$ cat src/rtl/core/fclc_pkg.sv
// ----------------------------------------------------------------------------
// fclc_pkg
// Shared types, codes and threshold helpers of the fan curve level controller.
// ----------------------------------------------------------------------------
package fclc_pkg;

    localparam int TEMP_W    = 8;
    localparam int LEVEL_W   = 3;
    localparam int MODE_W    = 2;
    localparam int CMD_W     = 2;
    localparam int FAN_W     = 2;
    localparam int CFG_W     = 40;
    localparam int CFG_IDX_W = 3;
    localparam int NUM_FANS  = 3;

    localparam int FCLC_QUEUE_DEPTH = 2;

    localparam logic [LEVEL_W-1:0] MAX_LEVEL = 3'd5;

    localparam logic [CMD_W-1:0] CMD_TICK      = 2'd0;
    localparam logic [CMD_W-1:0] CMD_SET_MODE  = 2'd1;
    localparam logic [CMD_W-1:0] CMD_SET_LEVEL = 2'd2;

    localparam logic [MODE_W-1:0] MODE_AUTO  = 2'd0;
    localparam logic [MODE_W-1:0] MODE_FIXED = 2'd1;
    localparam logic [MODE_W-1:0] MODE_CURVE = 2'd2;

    localparam logic [FAN_W-1:0] FAN_LAST = 2'd2;

    localparam logic [CFG_IDX_W-1:0] CFG_FAN1_RAMPUP   = 3'd0;
    localparam logic [CFG_IDX_W-1:0] CFG_FAN1_RAMPDOWN = 3'd1;
    localparam logic [CFG_IDX_W-1:0] CFG_FAN2_RAMPUP   = 3'd2;
    localparam logic [CFG_IDX_W-1:0] CFG_FAN2_RAMPDOWN = 3'd3;
    localparam logic [CFG_IDX_W-1:0] CFG_FAN3_RAMPUP   = 3'd4;
    localparam logic [CFG_IDX_W-1:0] CFG_FAN3_RAMPDOWN = 3'd5;

    localparam logic [CFG_W-1:0] RST_FAN12_RAMPUP   = 40'd418211120700;
    localparam logic [CFG_W-1:0] RST_FAN12_RAMPDOWN = 40'd413899174440;
    localparam logic [CFG_W-1:0] RST_FAN3_RAMPUP    = 40'd418211118100;
    localparam logic [CFG_W-1:0] RST_FAN3_RAMPDOWN  = 40'd413899174400;

    // decoded operation codes
    localparam logic [1:0] OP_NOP   = 2'd0;
    localparam logic [1:0] OP_TICK  = 2'd1;
    localparam logic [1:0] OP_MODE  = 2'd2;
    localparam logic [1:0] OP_LEVEL = 2'd3;

    typedef struct packed {
        logic [1:0]         op;
        logic [FAN_W-1:0]   fan;
        logic [TEMP_W-1:0]  temp;
        logic [LEVEL_W-1:0] value;
    } fclc_op_t;

    function automatic logic [TEMP_W-1:0] thr_byte(
        input logic [CFG_W-1:0]   r,
        input logic [LEVEL_W-1:0] lvl
    );
        logic [TEMP_W-1:0] b;
        case (lvl)
            3'd1:    b = r[7:0];
            3'd2:    b = r[15:8];
            3'd3:    b = r[23:16];
            3'd4:    b = r[31:24];
            3'd5:    b = r[39:32];
            default: b = '0;
        endcase
        return b;
    endfunction

    function automatic logic [LEVEL_W-1:0] fan_step(
        input logic [CFG_W-1:0]   up,
        input logic [CFG_W-1:0]   down,
        input logic [LEVEL_W-1:0] lvl,
        input logic [TEMP_W-1:0]  temp
    );
        logic [LEVEL_W-1:0] nxt;
        nxt = lvl;
        if (lvl < MAX_LEVEL && temp >= thr_byte(up, lvl + 3'd1))
        begin
            nxt = lvl + 3'd1;
        end
        else if (lvl != 3'd0 && temp <= thr_byte(down, lvl))
        begin
            nxt = lvl - 3'd1;
        end
        return nxt;
    endfunction

    function automatic logic [LEVEL_W-1:0] curve_entry(
        input logic [CFG_W-1:0]  up,
        input logic [TEMP_W-1:0] temp
    );
        logic [LEVEL_W-1:0] lvl;
        lvl = '0;
        for (int l = 1; l <= 5; l++)
        begin
            if (temp >= thr_byte(up, LEVEL_W'(l)))
            begin
                lvl = LEVEL_W'(l);
            end
        end
        return lvl;
    endfunction

endpackage

$ cat src/rtl/core/fclc_if.sv
// ----------------------------------------------------------------------------
// fclc_if
// Request and status channels of the fan curve level controller.
// ----------------------------------------------------------------------------
interface fclc_cmd_if;
    import fclc_pkg::*;

    logic              valid;
    logic              ready;
    logic [CMD_W-1:0]  command;
    logic [TEMP_W-1:0] temperature;
    logic [FAN_W-1:0]  fan_index;
    logic [TEMP_W-1:0] setting_value;

    modport source (output valid, command, temperature, fan_index, setting_value,
                    input ready);
    modport sink   (input valid, command, temperature, fan_index, setting_value,
                    output ready);
endinterface

interface fclc_status_if;
    import fclc_pkg::*;

    logic               valid;
    logic               ready;
    logic [LEVEL_W-1:0] fan1_level_out;
    logic [LEVEL_W-1:0] fan2_level_out;
    logic [LEVEL_W-1:0] fan3_level_out;
    logic [MODE_W-1:0]  fan1_mode_out;
    logic [MODE_W-1:0]  fan2_mode_out;
    logic [MODE_W-1:0]  fan3_mode_out;
    logic [TEMP_W-1:0]  lowest_temp;
    logic [TEMP_W-1:0]  highest_temp;

    modport source (output valid, fan1_level_out, fan2_level_out, fan3_level_out,
                    fan1_mode_out, fan2_mode_out, fan3_mode_out,
                    lowest_temp, highest_temp,
                    input ready);
    modport sink   (input valid, fan1_level_out, fan2_level_out, fan3_level_out,
                    fan1_mode_out, fan2_mode_out, fan3_mode_out,
                    lowest_temp, highest_temp,
                    output ready);
endinterface

$ cat src/rtl/core/fclc_front.sv
// ----------------------------------------------------------------------------
// fclc_front
// Accepts requests and classifies them into decoded operations.
// ----------------------------------------------------------------------------
module fclc_front (
    fclc_cmd_if.sink            cmd,
    input  logic                full,
    output logic                push,
    output fclc_pkg::fclc_op_t  entry
);
    import fclc_pkg::*;

    logic fan_ok;

    assign cmd.ready = !full;
    assign push      = cmd.valid && !full;
    assign fan_ok    = cmd.fan_index <= FAN_LAST;

    always_comb
    begin
        entry.op    = OP_NOP;
        entry.fan   = cmd.fan_index;
        entry.temp  = cmd.temperature;
        entry.value = cmd.setting_value[LEVEL_W-1:0];
        unique case (cmd.command)
            CMD_TICK:
            begin
                entry.op = OP_TICK;
            end
            CMD_SET_MODE:
            begin
                if (fan_ok && cmd.setting_value <= TEMP_W'(MODE_CURVE))
                begin
                    entry.op = OP_MODE;
                end
            end
            CMD_SET_LEVEL:
            begin
                if (fan_ok)
                begin
                    entry.op = OP_LEVEL;
                end
                // clamp
                if (cmd.setting_value > TEMP_W'(MAX_LEVEL))
                begin
                    entry.value = MAX_LEVEL;
                end
            end
            default:
            begin
                entry.op = OP_NOP;
            end
        endcase
    end

endmodule

$ cat src/rtl/core/fclc_queue.sv
// ----------------------------------------------------------------------------
// fclc_queue
// Small FIFO of decoded operations between front and back.
// ----------------------------------------------------------------------------
module fclc_queue #(
    parameter int DEPTH = fclc_pkg::FCLC_QUEUE_DEPTH
) (
    input  logic                clk,
    input  logic                rst_n,
    input  logic                push,
    input  fclc_pkg::fclc_op_t  wr_entry,
    input  logic                pop,
    output logic                full,
    output logic                not_empty,
    output fclc_pkg::fclc_op_t  rd_entry,
    output logic [$clog2(DEPTH+1)-1:0] count
);
    import fclc_pkg::*;

    localparam int PTR_W = (DEPTH > 1) ? $clog2(DEPTH) : 1;
    localparam int CNT_W = $clog2(DEPTH+1);

    fclc_op_t            store_reg [DEPTH];
    logic [PTR_W-1:0]    wr_ptr_reg;
    logic [PTR_W-1:0]    wr_ptr_next;
    logic [PTR_W-1:0]    rd_ptr_reg;
    logic [PTR_W-1:0]    rd_ptr_next;
    logic [CNT_W-1:0]    count_reg;
    logic [CNT_W-1:0]    count_next;

    assign full      = count_reg == CNT_W'(DEPTH);
    assign not_empty = count_reg != '0;
    assign rd_entry  = store_reg[rd_ptr_reg];
    assign count     = count_reg;

    always_comb
    begin
        wr_ptr_next = wr_ptr_reg;
        rd_ptr_next = rd_ptr_reg;
        count_next  = count_reg;
        if (push)
        begin
            wr_ptr_next = (wr_ptr_reg == PTR_W'(DEPTH-1)) ? '0 : wr_ptr_reg + PTR_W'(1);
        end
        if (pop)
        begin
            rd_ptr_next = (rd_ptr_reg == PTR_W'(DEPTH-1)) ? '0 : rd_ptr_reg + PTR_W'(1);
        end
        if (push && !pop)
        begin
            count_next = count_reg + CNT_W'(1);
        end
        else if (pop && !push)
        begin
            count_next = count_reg - CNT_W'(1);
        end
    end

    always_ff @(posedge clk or negedge rst_n)
    begin
        if (!rst_n)
        begin
            wr_ptr_reg <= '0;
            rd_ptr_reg <= '0;
            count_reg  <= '0;
        end
        else
        begin
            wr_ptr_reg <= wr_ptr_next;
            rd_ptr_reg <= rd_ptr_next;
            count_reg  <= count_next;
        end
    end

    always_ff @(posedge clk)
    begin
        if (push)
        begin
            store_reg[wr_ptr_reg] <= wr_entry;
        end
    end

endmodule

$ cat src/rtl/core/fclc_back.sv
// ----------------------------------------------------------------------------
// fclc_back
// Executes decoded operations on fan state and holds the status result.
// ----------------------------------------------------------------------------
module fclc_back (
    input  logic                                clk,
    input  logic                                rst_n,
    input  logic                                cfg_we,
    input  logic [fclc_pkg::CFG_IDX_W-1:0]      cfg_index,
    input  logic [fclc_pkg::CFG_W-1:0]          cfg_data,
    input  logic                                q_valid,
    input  fclc_pkg::fclc_op_t                  q_entry,
    output logic                                q_pop,
    fclc_status_if.source                       status
);
    import fclc_pkg::*;

    logic [CFG_W-1:0]   up_reg        [NUM_FANS];
    logic [CFG_W-1:0]   down_reg      [NUM_FANS];
    logic [LEVEL_W-1:0] level_reg     [NUM_FANS];
    logic [LEVEL_W-1:0] level_next    [NUM_FANS];
    logic [MODE_W-1:0]  fan_mode_reg  [NUM_FANS];
    logic [MODE_W-1:0]  fan_mode_next [NUM_FANS];
    logic [TEMP_W-1:0]  min_reg;
    logic [TEMP_W-1:0]  min_next;
    logic [TEMP_W-1:0]  max_reg;
    logic [TEMP_W-1:0]  max_next;
    logic               valid_reg;
    logic               valid_next;

    assign q_pop = q_valid && (!valid_reg || status.ready);

    always_comb
    begin
        min_next = min_reg;
        max_next = max_reg;
        for (int i = 0; i < NUM_FANS; i++)
        begin
            level_next[i]    = level_reg[i];
            fan_mode_next[i] = fan_mode_reg[i];
            unique case (q_entry.op)
                OP_TICK:
                begin
                    if (fan_mode_reg[i] == MODE_CURVE)
                    begin
                        level_next[i] = fan_step(up_reg[i], down_reg[i], level_reg[i],
                                                 q_entry.temp);
                    end
                end
                OP_MODE:
                begin
                    if (q_entry.fan == FAN_W'(i))
                    begin
                        fan_mode_next[i] = q_entry.value[MODE_W-1:0];
                        if (q_entry.value[MODE_W-1:0] == MODE_CURVE)
                        begin
                            level_next[i] = curve_entry(up_reg[i], q_entry.temp);
                        end
                    end
                end
                OP_LEVEL:
                begin
                    if (q_entry.fan == FAN_W'(i))
                    begin
                        level_next[i] = q_entry.value;
                    end
                end
                default:
                begin
                    level_next[i] = level_reg[i];
                end
            endcase
        end
        if (q_entry.op == OP_TICK)
        begin
            if (min_reg == '0 || q_entry.temp < min_reg)
            begin
                min_next = q_entry.temp;
            end
            if (q_entry.temp > max_reg)
            begin
                max_next = q_entry.temp;
            end
        end
    end

    always_comb
    begin
        valid_next = valid_reg;
        if (q_pop)
        begin
            valid_next = 1'b1;
        end
        else if (status.ready)
        begin
            valid_next = 1'b0;
        end
    end

    always_ff @(posedge clk or negedge rst_n)
    begin
        if (!rst_n)
        begin
            for (int i = 0; i < NUM_FANS; i++)
            begin
                level_reg[i]    <= '0;
                fan_mode_reg[i] <= MODE_AUTO;
            end
            min_reg   <= '0;
            max_reg   <= '0;
            valid_reg <= 1'b0;
        end
        else
        begin
            if (q_pop)
            begin
                for (int i = 0; i < NUM_FANS; i++)
                begin
                    level_reg[i]    <= level_next[i];
                    fan_mode_reg[i] <= fan_mode_next[i];
                end
                min_reg <= min_next;
                max_reg <= max_next;
            end
            valid_reg <= valid_next;
        end
    end

    always_ff @(posedge clk or negedge rst_n)
    begin
        if (!rst_n)
        begin
            up_reg[0]   <= RST_FAN12_RAMPUP;
            down_reg[0] <= RST_FAN12_RAMPDOWN;
            up_reg[1]   <= RST_FAN12_RAMPUP;
            down_reg[1] <= RST_FAN12_RAMPDOWN;
            up_reg[2]   <= RST_FAN3_RAMPUP;
            down_reg[2] <= RST_FAN3_RAMPDOWN;
        end
        else if (cfg_we)
        begin
            unique case (cfg_index)
                CFG_FAN1_RAMPUP:   up_reg[0]   <= cfg_data;
                CFG_FAN1_RAMPDOWN: down_reg[0] <= cfg_data;
                CFG_FAN2_RAMPUP:   up_reg[1]   <= cfg_data;
                CFG_FAN2_RAMPDOWN: down_reg[1] <= cfg_data;
                CFG_FAN3_RAMPUP:   up_reg[2]   <= cfg_data;
                CFG_FAN3_RAMPDOWN: down_reg[2] <= cfg_data;
                default:
                begin
                    up_reg[0] <= up_reg[0];
                end
            endcase
        end
    end

    assign status.valid          = valid_reg;
    assign status.fan1_level_out = level_reg[0];
    assign status.fan2_level_out = level_reg[1];
    assign status.fan3_level_out = level_reg[2];
    assign status.fan1_mode_out  = fan_mode_reg[0];
    assign status.fan2_mode_out  = fan_mode_reg[1];
    assign status.fan3_mode_out  = fan_mode_reg[2];
    assign status.lowest_temp    = min_reg;
    assign status.highest_temp   = max_reg;

endmodule

$ cat src/rtl/core/fan_curve_level_controller_unit.sv
// ----------------------------------------------------------------------------
// fan_curve_level_controller_unit
// Flow: an accepted request is written into the queue, then popped into the fan
// state and status registers once the status slot is free or being taken.
// Throughput: one request per cycle while the status is taken as offered; the
// back end updates all fan state at once and reloads status as it is taken.
// Reset: levels 0, modes auto, min/max 0, thresholds at their defaults.
// ----------------------------------------------------------------------------
module fan_curve_level_controller_unit #(
    parameter int QUEUE_DEPTH = fclc_pkg::FCLC_QUEUE_DEPTH
) (
    input  logic                            clk,
    input  logic                            rst_n,
    input  logic                            cfg_we,
    input  logic [fclc_pkg::CFG_IDX_W-1:0]  cfg_index,
    input  logic [fclc_pkg::CFG_W-1:0]      cfg_data,
    fclc_cmd_if.sink                        cmd,
    fclc_status_if.source                   status
);
    import fclc_pkg::*;

    localparam int CNT_W = $clog2(QUEUE_DEPTH+1);

    fclc_op_t         wr_entry;
    fclc_op_t         rd_entry;
    logic             push;
    logic             pop;
    logic             full;
    logic             not_empty;
    logic [CNT_W-1:0] q_count;

    fclc_front u_front (
        .cmd   (cmd),
        .full  (full),
        .push  (push),
        .entry (wr_entry)
    );

    fclc_queue #(
        .DEPTH (QUEUE_DEPTH)
    ) u_queue (
        .clk       (clk),
        .rst_n     (rst_n),
        .push      (push),
        .wr_entry  (wr_entry),
        .pop       (pop),
        .full      (full),
        .not_empty (not_empty),
        .rd_entry  (rd_entry),
        .count     (q_count)
    );

    fclc_back u_back (
        .clk       (clk),
        .rst_n     (rst_n),
        .cfg_we    (cfg_we),
        .cfg_index (cfg_index),
        .cfg_data  (cfg_data),
        .q_valid   (not_empty),
        .q_entry   (rd_entry),
        .q_pop     (pop),
        .status    (status)
    );

`ifndef SYNTH
    a_queue_bound: assert property (@(posedge clk) disable iff (!rst_n)
        q_count <= CNT_W'(QUEUE_DEPTH))
        else $error("queue count beyond depth");

    a_level_range: assert property (@(posedge clk) disable iff (!rst_n)
        status.valid |-> (status.fan1_level_out <= MAX_LEVEL &&
                          status.fan2_level_out <= MAX_LEVEL &&
                          status.fan3_level_out <= MAX_LEVEL))
        else $error("fan level above maximum");

    a_min_max: assert property (@(posedge clk) disable iff (!rst_n)
        status.valid |-> status.lowest_temp <= status.highest_temp)
        else $error("lowest temperature above highest");

    a_pop_on_free: assert property (@(posedge clk) disable iff (!rst_n)
        (not_empty && !status.valid) |-> pop)
        else $error("back end stalled with free status slot");
`endif

endmodule
$ cat src/flat_wrapper.sv
// flat-port wrapper written by rule: the top's interface ports become plain ports
module fan_curve_level_controller_unit_flat import fclc_pkg::*;
#(
    parameter int QUEUE_DEPTH = fclc_pkg::FCLC_QUEUE_DEPTH
)
  (clk, rst_n, cfg_we, cfg_index, cfg_data, cmd_valid, cmd_command, cmd_temperature, cmd_fan_index, cmd_setting_value, cmd_ready, status_valid, status_fan1_level_out, status_fan2_level_out, status_fan3_level_out, status_fan1_mode_out, status_fan2_mode_out, status_fan3_mode_out, status_lowest_temp, status_highest_temp, status_ready);
  fclc_cmd_if cmd_i ();
  fclc_status_if status_i ();
  input  logic clk;
  input  logic rst_n;
  input  logic cfg_we;
  input  logic [fclc_pkg::CFG_IDX_W-1:0] cfg_index;
  input  logic [fclc_pkg::CFG_W-1:0] cfg_data;
  input wire logic [$bits(cmd_i.valid)-1:0] cmd_valid;
  input wire logic [$bits(cmd_i.command)-1:0] cmd_command;
  input wire logic [$bits(cmd_i.temperature)-1:0] cmd_temperature;
  input wire logic [$bits(cmd_i.fan_index)-1:0] cmd_fan_index;
  input wire logic [$bits(cmd_i.setting_value)-1:0] cmd_setting_value;
  output wire logic [$bits(cmd_i.ready)-1:0] cmd_ready;
  output wire logic [$bits(status_i.valid)-1:0] status_valid;
  output wire logic [$bits(status_i.fan1_level_out)-1:0] status_fan1_level_out;
  output wire logic [$bits(status_i.fan2_level_out)-1:0] status_fan2_level_out;
  output wire logic [$bits(status_i.fan3_level_out)-1:0] status_fan3_level_out;
  output wire logic [$bits(status_i.fan1_mode_out)-1:0] status_fan1_mode_out;
  output wire logic [$bits(status_i.fan2_mode_out)-1:0] status_fan2_mode_out;
  output wire logic [$bits(status_i.fan3_mode_out)-1:0] status_fan3_mode_out;
  output wire logic [$bits(status_i.lowest_temp)-1:0] status_lowest_temp;
  output wire logic [$bits(status_i.highest_temp)-1:0] status_highest_temp;
  input wire logic [$bits(status_i.ready)-1:0] status_ready;
  assign cmd_i.valid = cmd_valid;
  assign cmd_i.command = cmd_command;
  assign cmd_i.temperature = cmd_temperature;
  assign cmd_i.fan_index = cmd_fan_index;
  assign cmd_i.setting_value = cmd_setting_value;
  assign cmd_ready = cmd_i.ready;
  assign status_valid = status_i.valid;
  assign status_fan1_level_out = status_i.fan1_level_out;
  assign status_fan2_level_out = status_i.fan2_level_out;
  assign status_fan3_level_out = status_i.fan3_level_out;
  assign status_fan1_mode_out = status_i.fan1_mode_out;
  assign status_fan2_mode_out = status_i.fan2_mode_out;
  assign status_fan3_mode_out = status_i.fan3_mode_out;
  assign status_lowest_temp = status_i.lowest_temp;
  assign status_highest_temp = status_i.highest_temp;
  assign status_i.ready = status_ready;
  fan_curve_level_controller_unit #(.QUEUE_DEPTH(QUEUE_DEPTH)) u_core (.clk(clk), .rst_n(rst_n), .cfg_we(cfg_we), .cfg_index(cfg_index), .cfg_data(cfg_data), .cmd(cmd_i), .status(status_i));
endmodule
$ cat config.mk
export PLATFORM = sky130hd
export DESIGN_NAME = fan_curve_level_controller_unit_flat
export DESIGN_NICKNAME = d
export VERILOG_FILES = /design/src/rtl/core/fclc_pkg.sv /design/src/rtl/core/fclc_if.sv /design/src/rtl/core/fclc_front.sv /design/src/rtl/core/fclc_queue.sv /design/src/rtl/core/fclc_back.sv /design/src/rtl/core/fan_curve_level_controller_unit.sv /design/src/flat_wrapper.sv
export SDC_FILE = /design/constraint.sdc
export NUM_CORES = 1
export LEC_CHECK = 0
export ABC_AREA = 1
export BUFFER_PORTS_ARGS = -buffer_cell sky130_fd_sc_hd__buf_2
export CAP_MARGIN = 20
export CELL_PAD_IN_SITES_DETAIL_PLACEMENT = 1
export CELL_PAD_IN_SITES_GLOBAL_PLACEMENT = 2
export CORE_AREA = 4 4 215 217
export DETAILED_ROUTE_END_ITERATION = 16
export DIE_AREA = 0 0 219 221
export PLACE_DENSITY_LB_ADDON = 0.1
export SYNTH_ARGS = -nofsm -noshare
export SYNTH_HDL_FRONTEND = slang
export SYNTH_SLANG_ARGS = --single-unit
$ cat constraint.sdc
create_clock -name clk -period 7 [get_ports clk]
set_clock_uncertainty 0.05 [all_clocks]
set_input_delay 1.05 -clock clk [delete_from_list [all_inputs] [get_ports clk]]
set_output_delay 1.05 -clock clk [all_outputs]
set_load 0.005 [all_outputs]
==> results of run 1 <==
worst register-to-register path: cells and delay by family, from the launching register on:
family,cells,cell delay [ns]
and+or+nand+nor,11,1.37
AOI/OAI and AO/OA,2,0.39
DFF,1,0.75
buffers and inverters,1,0.34
adders and majority gates,2,0.85
through the flow:
stage	setup WS (ns)	std cells	instance area, µm²
after global routing	2.85	2880	20400
final	3.19	2885	20400
after global placement	3.37	2810	19100
after floorplan	4.04	2167	18000
after detailed placement	3.26	2811	19100
after CTS	3.23	2879	20400
power breakdown:
part           switching [µW]  total (µW)  internal [µW]
Sequential                333        2610           2280
Combinational            2940        4500           1560
Clock                     801        2000           1200
Total                    4070        9110           5030
area by class of cell:
cell class / count / area share
antenna: 6 / 0.000736
inverter: 302 / 0.0558
tap: 592 / 0.0363
timing repair buffer: 117 / 0.0325
multi-input combinational: 1494 / 0.424
sequential: 306 / 0.389
clock inverter: 11 / 0.00700
clock buffer: 57 / 0.0541
cells in the final DEF, fill, tap and decap left out, drive strengths merged, types with 5 or more instances in the layout:
cell	synthesis	routed
edfxtp	30	30
nand3b	6	6
buf	5	117
dfrtp	177	177
or2	6	6
nand3	76	76
o21ai	279	279
inv	302	303
clkinv	0	5
a221oi	7	7
o21a	7	7
ha	202	202
nor3	6	6
diode	0	6
dfstp	99	99
o22ai	38	38
a32o	11	11
a21oi	101	101
a211oi	21	21
nand4	17	17
a221o	11	11
clkbuf	60	57
nor2	79	79
nand2	601	601
logic make-up (layout without fill, tap and decap cells):
group                    after synthesis  after routing  synth area share
AND/OR/NAND/NOR                      797            797             0.182
AO/OA/AOI/OAI                        489            489             0.155
buffers and inverters                367            487            0.0784
flip-flops                           306            306             0.441
adder cells (fa/ha/maj)              202            202             0.141
XOR/XNOR                               6              6           0.00292
other                                  0              6                 0
metal layers:
metal  GRT usage  up-vias  routed length [µm]  part of all wire
li1            -     7383                   -                 -
met1       0.379     7805               29600              0.44
met2       0.451      345               31700              0.47
met3      0.0439      112                3640             0.054
met4      0.0942        0                2230             0.033
met5           0        -                   0                 0
worst max-delay path by stage:
stage                                                                   from                                                  to  slack [ns]  cells after the start
after CTS                 u_core.u_back.status.fan1_level_out[2]$_DFFE_PN0P_  u_core.u_back.status.fan1_level_out[0]$_DFFE_PN0P_        3.23                     16
after global placement    u_core.u_back.status.fan1_level_out[2]$_DFFE_PN0P_  u_core.u_back.status.fan1_level_out[1]$_DFFE_PN0P_        3.37                     17
final                     u_core.u_back.status.fan1_level_out[2]$_DFFE_PN0P_  u_core.u_back.status.fan1_level_out[1]$_DFFE_PN0P_        3.19                     16
after detailed placement  u_core.u_back.status.fan1_level_out[2]$_DFFE_PN0P_  u_core.u_back.status.fan1_level_out[1]$_DFFE_PN0P_        3.26                     17
after global routing      u_core.u_back.status.fan1_level_out[2]$_DFFE_PN0P_  u_core.u_back.status.fan1_level_out[1]$_DFFE_PN0P_        2.85                     16
after floorplan           u_core.u_back.status.fan1_level_out[2]$_DFFE_PN0P_  u_core.u_back.status.fan1_level_out[0]$_DFFE_PN0P_        4.04                     19
==> results.ini, run 1 <==
[synth]
synthFlopType = dfrtp_1
syn_avg_cell_area_um2 = 8.30
synth_nets = 2437
yosys.area.top_type = dfrtp_1
synth-seq-cells = 306
synthArstFlopShare = 0.902
synth_edf_count = 30
synth_top_area_share = 0.246
synth_area_um2 = 18000
ys_types = 47
netlist_instances = 2167
ys_seq_area_frac = 0.441
synth_area_leaders = dfrtp_1 (25%), dfstp_2 (14%), ha_1 (14%)
synth_common_cells = nand2_1 (594), inv_1 (296), o21ai_0 (268)
yosysMostFrequentCell = nand2_1
yosysWarnings = 0

[timing]
finalCritPeriodShare = 0.544
relSlewSlack = 0.383
rsz0062_at_grt = no
timing.fmax_mhz = 263
finalSetupViolCount = 0
tightest_slew_ns = 0.915
finalSetupTns_ns = 0
slew_viol_final = 0
hold_viol_final = 0
fin_crit_ns = 3.81
holdWs_ns = 0.400

[global_routing]
grt_pass1_vias = 16235
antenna_found_initial = 9
grt-ovfl-total = 0
grt_max_degree = 147
grt_usage = 0.278
grt_pass1_wl_um = 101000

[worst_setup_path]
end_kind = flop
slowest_delay_ns = 0.75
worst_setup_path_start_kind = flop
rr_startpoint = u_core.u_back.status.fan1_level_out[2]$_DFFE_PN0P_
worst-path-buf-inv = 1
critPathArrivalTime_ns = 4.25
path_common_cell = nand2_1
cp_slowest_cell = dfrtp_1
cp.required_ns = 7.44
critPathTopFamily = simple AND/OR/NAND/NOR gates
worstSetupPathType = flop to flop
crit_chain = inv_1 > ha_1 > nand2_1 > o221ai_1 > a221oi_1 > ha_1 > nand2_1 > nor2_1 > nand4_1 > nand3_1 > nand2_1 > nand3_1 > nand2_1 > nor2_1 > nand2_1 > nand2_1
r2r_end = u_core.u_back.status.fan1_level_out[1]$_DFFE_PN0P_
r2r_cells = 16
critPathMaxFanout = 18
r2r_setup_slack_ns = 3.19

[die]
start_util = 0.407
ioPinCount = 101
fp.dieH_um = 221
die_x_um = 219
core.rowCount = 77
core_um2 = 44100
die_area_um2 = 48400

[clock_network]
cts_root_buf = clkbuf_16
cts_inserted_buffers = 38
clk_pin_slew_ns = 0.06
clock_path_buffers = 3
cts.sink_count = 306
cts_htree_levels = 2
cts_resized = 0
clock_latency_ns = 0.55
cts_setup_buffers = 0
cts_tree = yes
hold_buffers = 0

[power]
power.leakage_uw = 0.0101
ir_drop_v = 0.000288
total_power_uw = 9110
p_per_area_nw_per_um2 = 447

[cells_and_area]
final_layout_size_suffix_gt1_frac = 0.137
multi_input_area_um2 = 8650
post-route-util = 0.462
fin_nets = 2529
nFillCells = 5405
regArea_um2 = 7930
syn2layout_area_growth_pct = 13.4

[flow_run]
maxCapViolations = 0

[routing]
initialDrtViolationCount = 1068
wl_per_cell_um = 23.3
route.detailed.drc = 0
routed_wl_um = 67100
num_vias = 15645
avgViaCountPerCell = 5.42
firstDrtPassIters = 5
drtAntennaViolNets = 0

[outcome]
status = finished clean

[placed_design]
hpwlAfterDp_um = 45900
gp_congestion = 0.866
io_buffers = 100

[min_path]
hold_path_class = input pin to asynchronous set/reset pin

Note: power is estimated with default switching activity, not from simulation.
==> run 2, diff against run 1 <==
Settings changed: ABC_AREA 1 to 0, CORE_AREA 4 4 215 217 to 4 4 213 215, DIE_AREA 0 0 219 221 to 0 0 217 219.
Clock period 7 ns to 4 ns, I/O delays scaled along.
==> results.ini, run 2 <==
[outcome]
status = finished clean

[worst_setup_path]
worst_setup_path_start_kind = flop
cp.required_ns = 4.42  ; -3.02 ns
worstSetupPathType = flop to flop
critPathMaxFanout = 8  ; -10
critPathArrivalTime_ns = 4.18  ; -0.07 ns
end_kind = flop

[timing]
tightest_slew_ns = 1.06  ; +0.146 ns
fin_crit_ns = 3.75  ; -0.0546 ns
hold_viol_final = 0  ; unchanged
holdWs_ns = 0.164  ; -0.235 ns
timing.fmax_mhz = 266  ; +1.5%
finalSetupViolCount = 0  ; unchanged
relSlewSlack = 0.293  ; -0.0906
rsz0062_at_grt = no
slew_viol_final = 0  ; unchanged
finalSetupTns_ns = 0  ; unchanged
finalCritPeriodShare = 0.938  ; +0.394

[synth]
ys_seq_area_frac = 0.448  ; +0.00727
ys_types = 68  ; +45%
synth_nets = 1947  ; -20%
syn_avg_cell_area_um2 = 10.5  ; +27%
yosysMostFrequentCell = nand2_1
synthArstFlopShare = 0.902  ; unchanged
synth_common_cells = nand2_1 (209), ha_1 (202), dfrtp_1 (177)
netlist_instances = 1677  ; -23%
synthFlopType = dfrtp_1
synth_top_area_share = 0.250  ; +0.00406
yosys.area.top_type = dfrtp_1
synth-seq-cells = 306  ; unchanged
synth_area_um2 = 17700  ; -1.6%
synth_area_leaders = dfrtp_1 (25%), dfstp_2 (15%), ha_1 (14%)
yosysWarnings = 0  ; unchanged
synth_edf_count = 30  ; unchanged

[cells_and_area]
final_cell_mix = nand2_1 (208), ha_1 (202), dfrtp_1 (177)
final_common_cell = nand2_1
diodes = 0  ; -6
final_layout_size_suffix_gt1_frac = 0.264  ; +0.127
nFillCells = 4867  ; -10%
syn2layout_area_growth_pct = 15.3
fin_nets = 2061  ; -19%

[flow_run]
maxCapViolations = 0  ; unchanged

[clock_network]
cts_setup_buffers = 0  ; unchanged
clk_pin_slew_ns = 0.06  ; about the same
clock_latency_ns = 0.58  ; +0.03 ns
cts_inserted_buffers = 38  ; unchanged
cts_root_buf = clkbuf_16
cts.sink_count = 306  ; unchanged
cts_htree_levels = 2  ; unchanged
cts_tree = yes
clock_path_buffers = 3  ; unchanged

[routing]
wl_per_cell_um = 26.6  ; +15%
firstDrtPassIters = 5  ; unchanged
avgViaCountPerCell = 5.73  ; +5.7%
route.detailed.drc = 0  ; unchanged
routed_wl_um = 64300  ; -4.2%
initialDrtViolationCount = 1028  ; -3.7%
drtAntennaViolNets = 0  ; unchanged
num_vias = 13831  ; -12%

[die]
die_x_um = 217  ; -0.91%
core.rowCount = 77  ; unchanged
start_util = 0.404  ; -0.00308
core_um2 = 43700  ; -0.87%
fp.dieH_um = 219  ; -0.90%
die_area_um2 = 47500  ; -1.8%
ioPinCount = 101  ; unchanged

[min_path]
hold_path_class = input pin to flop

[global_routing]
grt-ovfl-total = 0  ; unchanged
grt_pass1_vias = 14164  ; -13%
antenna_found_initial = 12  ; +3
grt_usage = 0.270  ; -0.00756
grt_pass1_wl_um = 95000  ; -5.9%
grt_max_degree = 77  ; -48%

[placed_design]
gp_congestion = 0.849  ; -1.9%
hpwlAfterDp_um = 44200  ; -3.7%
io_buffers = 100  ; unchanged

[power]
power.leakage_uw = 0.00909  ; -10%
p_per_area_nw_per_um2 = 757  ; +69%
ir_drop_v = 0.000517  ; +79%

## run 2: logic make-up (layout without fill, tap and decap cells)
group	after synthesis	in the layout	share of synthesized area
compound gates	423	423	0.158
xor+xnor	11	11	0.00545
fa+ha+maj	202	202	0.143
buf+inv	217	361	0.0479
flops	306	306	0.448
mux	170	170	0.108
simple gates	348	348	0.0889
## run 2: area by class of cell
class | count | area, µm² | share of cell area
sequential | 306 | 7930 | 0.389
timing repair buffer | 141 | 871 | 0.0427
multi-input combinational | 1154 | 8960 | 0.439
tap | 592 | 741 | 0.0363
clock inverter | 16 | 224 | 0.0110
clock buffer | 54 | 1100 | 0.0540
inverter | 150 | 563 | 0.0276
## run 2: per-stage QoR
| stage | instance area (µm²) | setup slack [ns] | cells | power [µW] | utilization |
|---|---|---|---|---|---|
| floorplan | 17700 | 0.337 | 1677 | 9060 | - |
| global placement | 19000 | 0.280 | 2341 | 11400 | 0.435 |
| detailed placement | 19000 | 0.121 | 2341 | 11700 | 0.435 |
| CTS | 20300 | 0.0459 | 2412 | 15500 | 0.465 |
| global route | 20400 | 0.00893 | 2413 | 16600 | 0.466 |
| finish | 20400 | 0.247 | 2413 | 15400 | 0.466 |
## run 2: where the power goes
group	leakage (µW)	internal (µW)	switching, µW	total [µW]
Combinational	0.00501	2880	4250	7130
Clock	0.000659	2250	1450	3700
Sequential	0.00342	4060	537	4600
## run 2: critical path: stages (launching register included)
cell and delay (ns):
dfrtp_1 0.45, ha_1 0.23, ha_1 0.33, and2_1 0.27
a22oi_1 0.24, nand2_1 0.07, a221oi_1 0.24, ha_1 0.31
a211oi_1 0.26, a2111oi_1 0.13, o21a_2 0.28, o311ai_4 0.41
a221o_1 0.23, a2bb2oi_1 0.18
## run 2: final timing paths
check                                                                   start                                                 end  slack (ns)  cells after the start
setup / recovery           u_core.u_back.status.fan1_level_out[0]$_DFFE_PN0P_  u_core.u_back.status.fan1_level_out[0]$_DFFE_PN0P_        0.25                     13
hold / removal                                             cmd_temperature[5]            u_core.u_queue.store_reg[1][8]$_DFFE_PP_        0.16                      1
setup reg to reg           u_core.u_back.status.fan1_level_out[0]$_DFFE_PN0P_  u_core.u_back.status.fan1_level_out[0]$_DFFE_PN0P_        0.25                     13
hold reg to reg                         u_core.u_queue.wr_ptr_reg$_DFFE_PN0P_               u_core.u_queue.wr_ptr_reg$_DFFE_PN0P_        0.45                      1
max in group asynchronous                                               rst_n               u_core.u_back.up_reg[118]$_DFFE_PN1P_        2.33                      3
min in group asynchronous                                               rst_n                u_core.u_back.up_reg[40]$_DFFE_PN0P_        0.59                      2
## run 2: what timing repair did
item                                    CTS  global route
resized for setup                         0             7
hold endpoints to repair                  2             0
endpoints found under the setup margin    0             8
hold buffers                              1             0
## run 2: metal layers
| layer | up-vias | routed length (µm) | global-route usage |
|---|---|---|---|
| met5 | - | 17 | 0 |
| met4 | 4 | 1720 | 0.0710 |
| met3 | 86 | 3440 | 0.0464 |
| met2 | 342 | 29700 | 0.436 |
| met1 | 7108 | 29400 | 0.379 |
| li1 | 6291 | - | - |
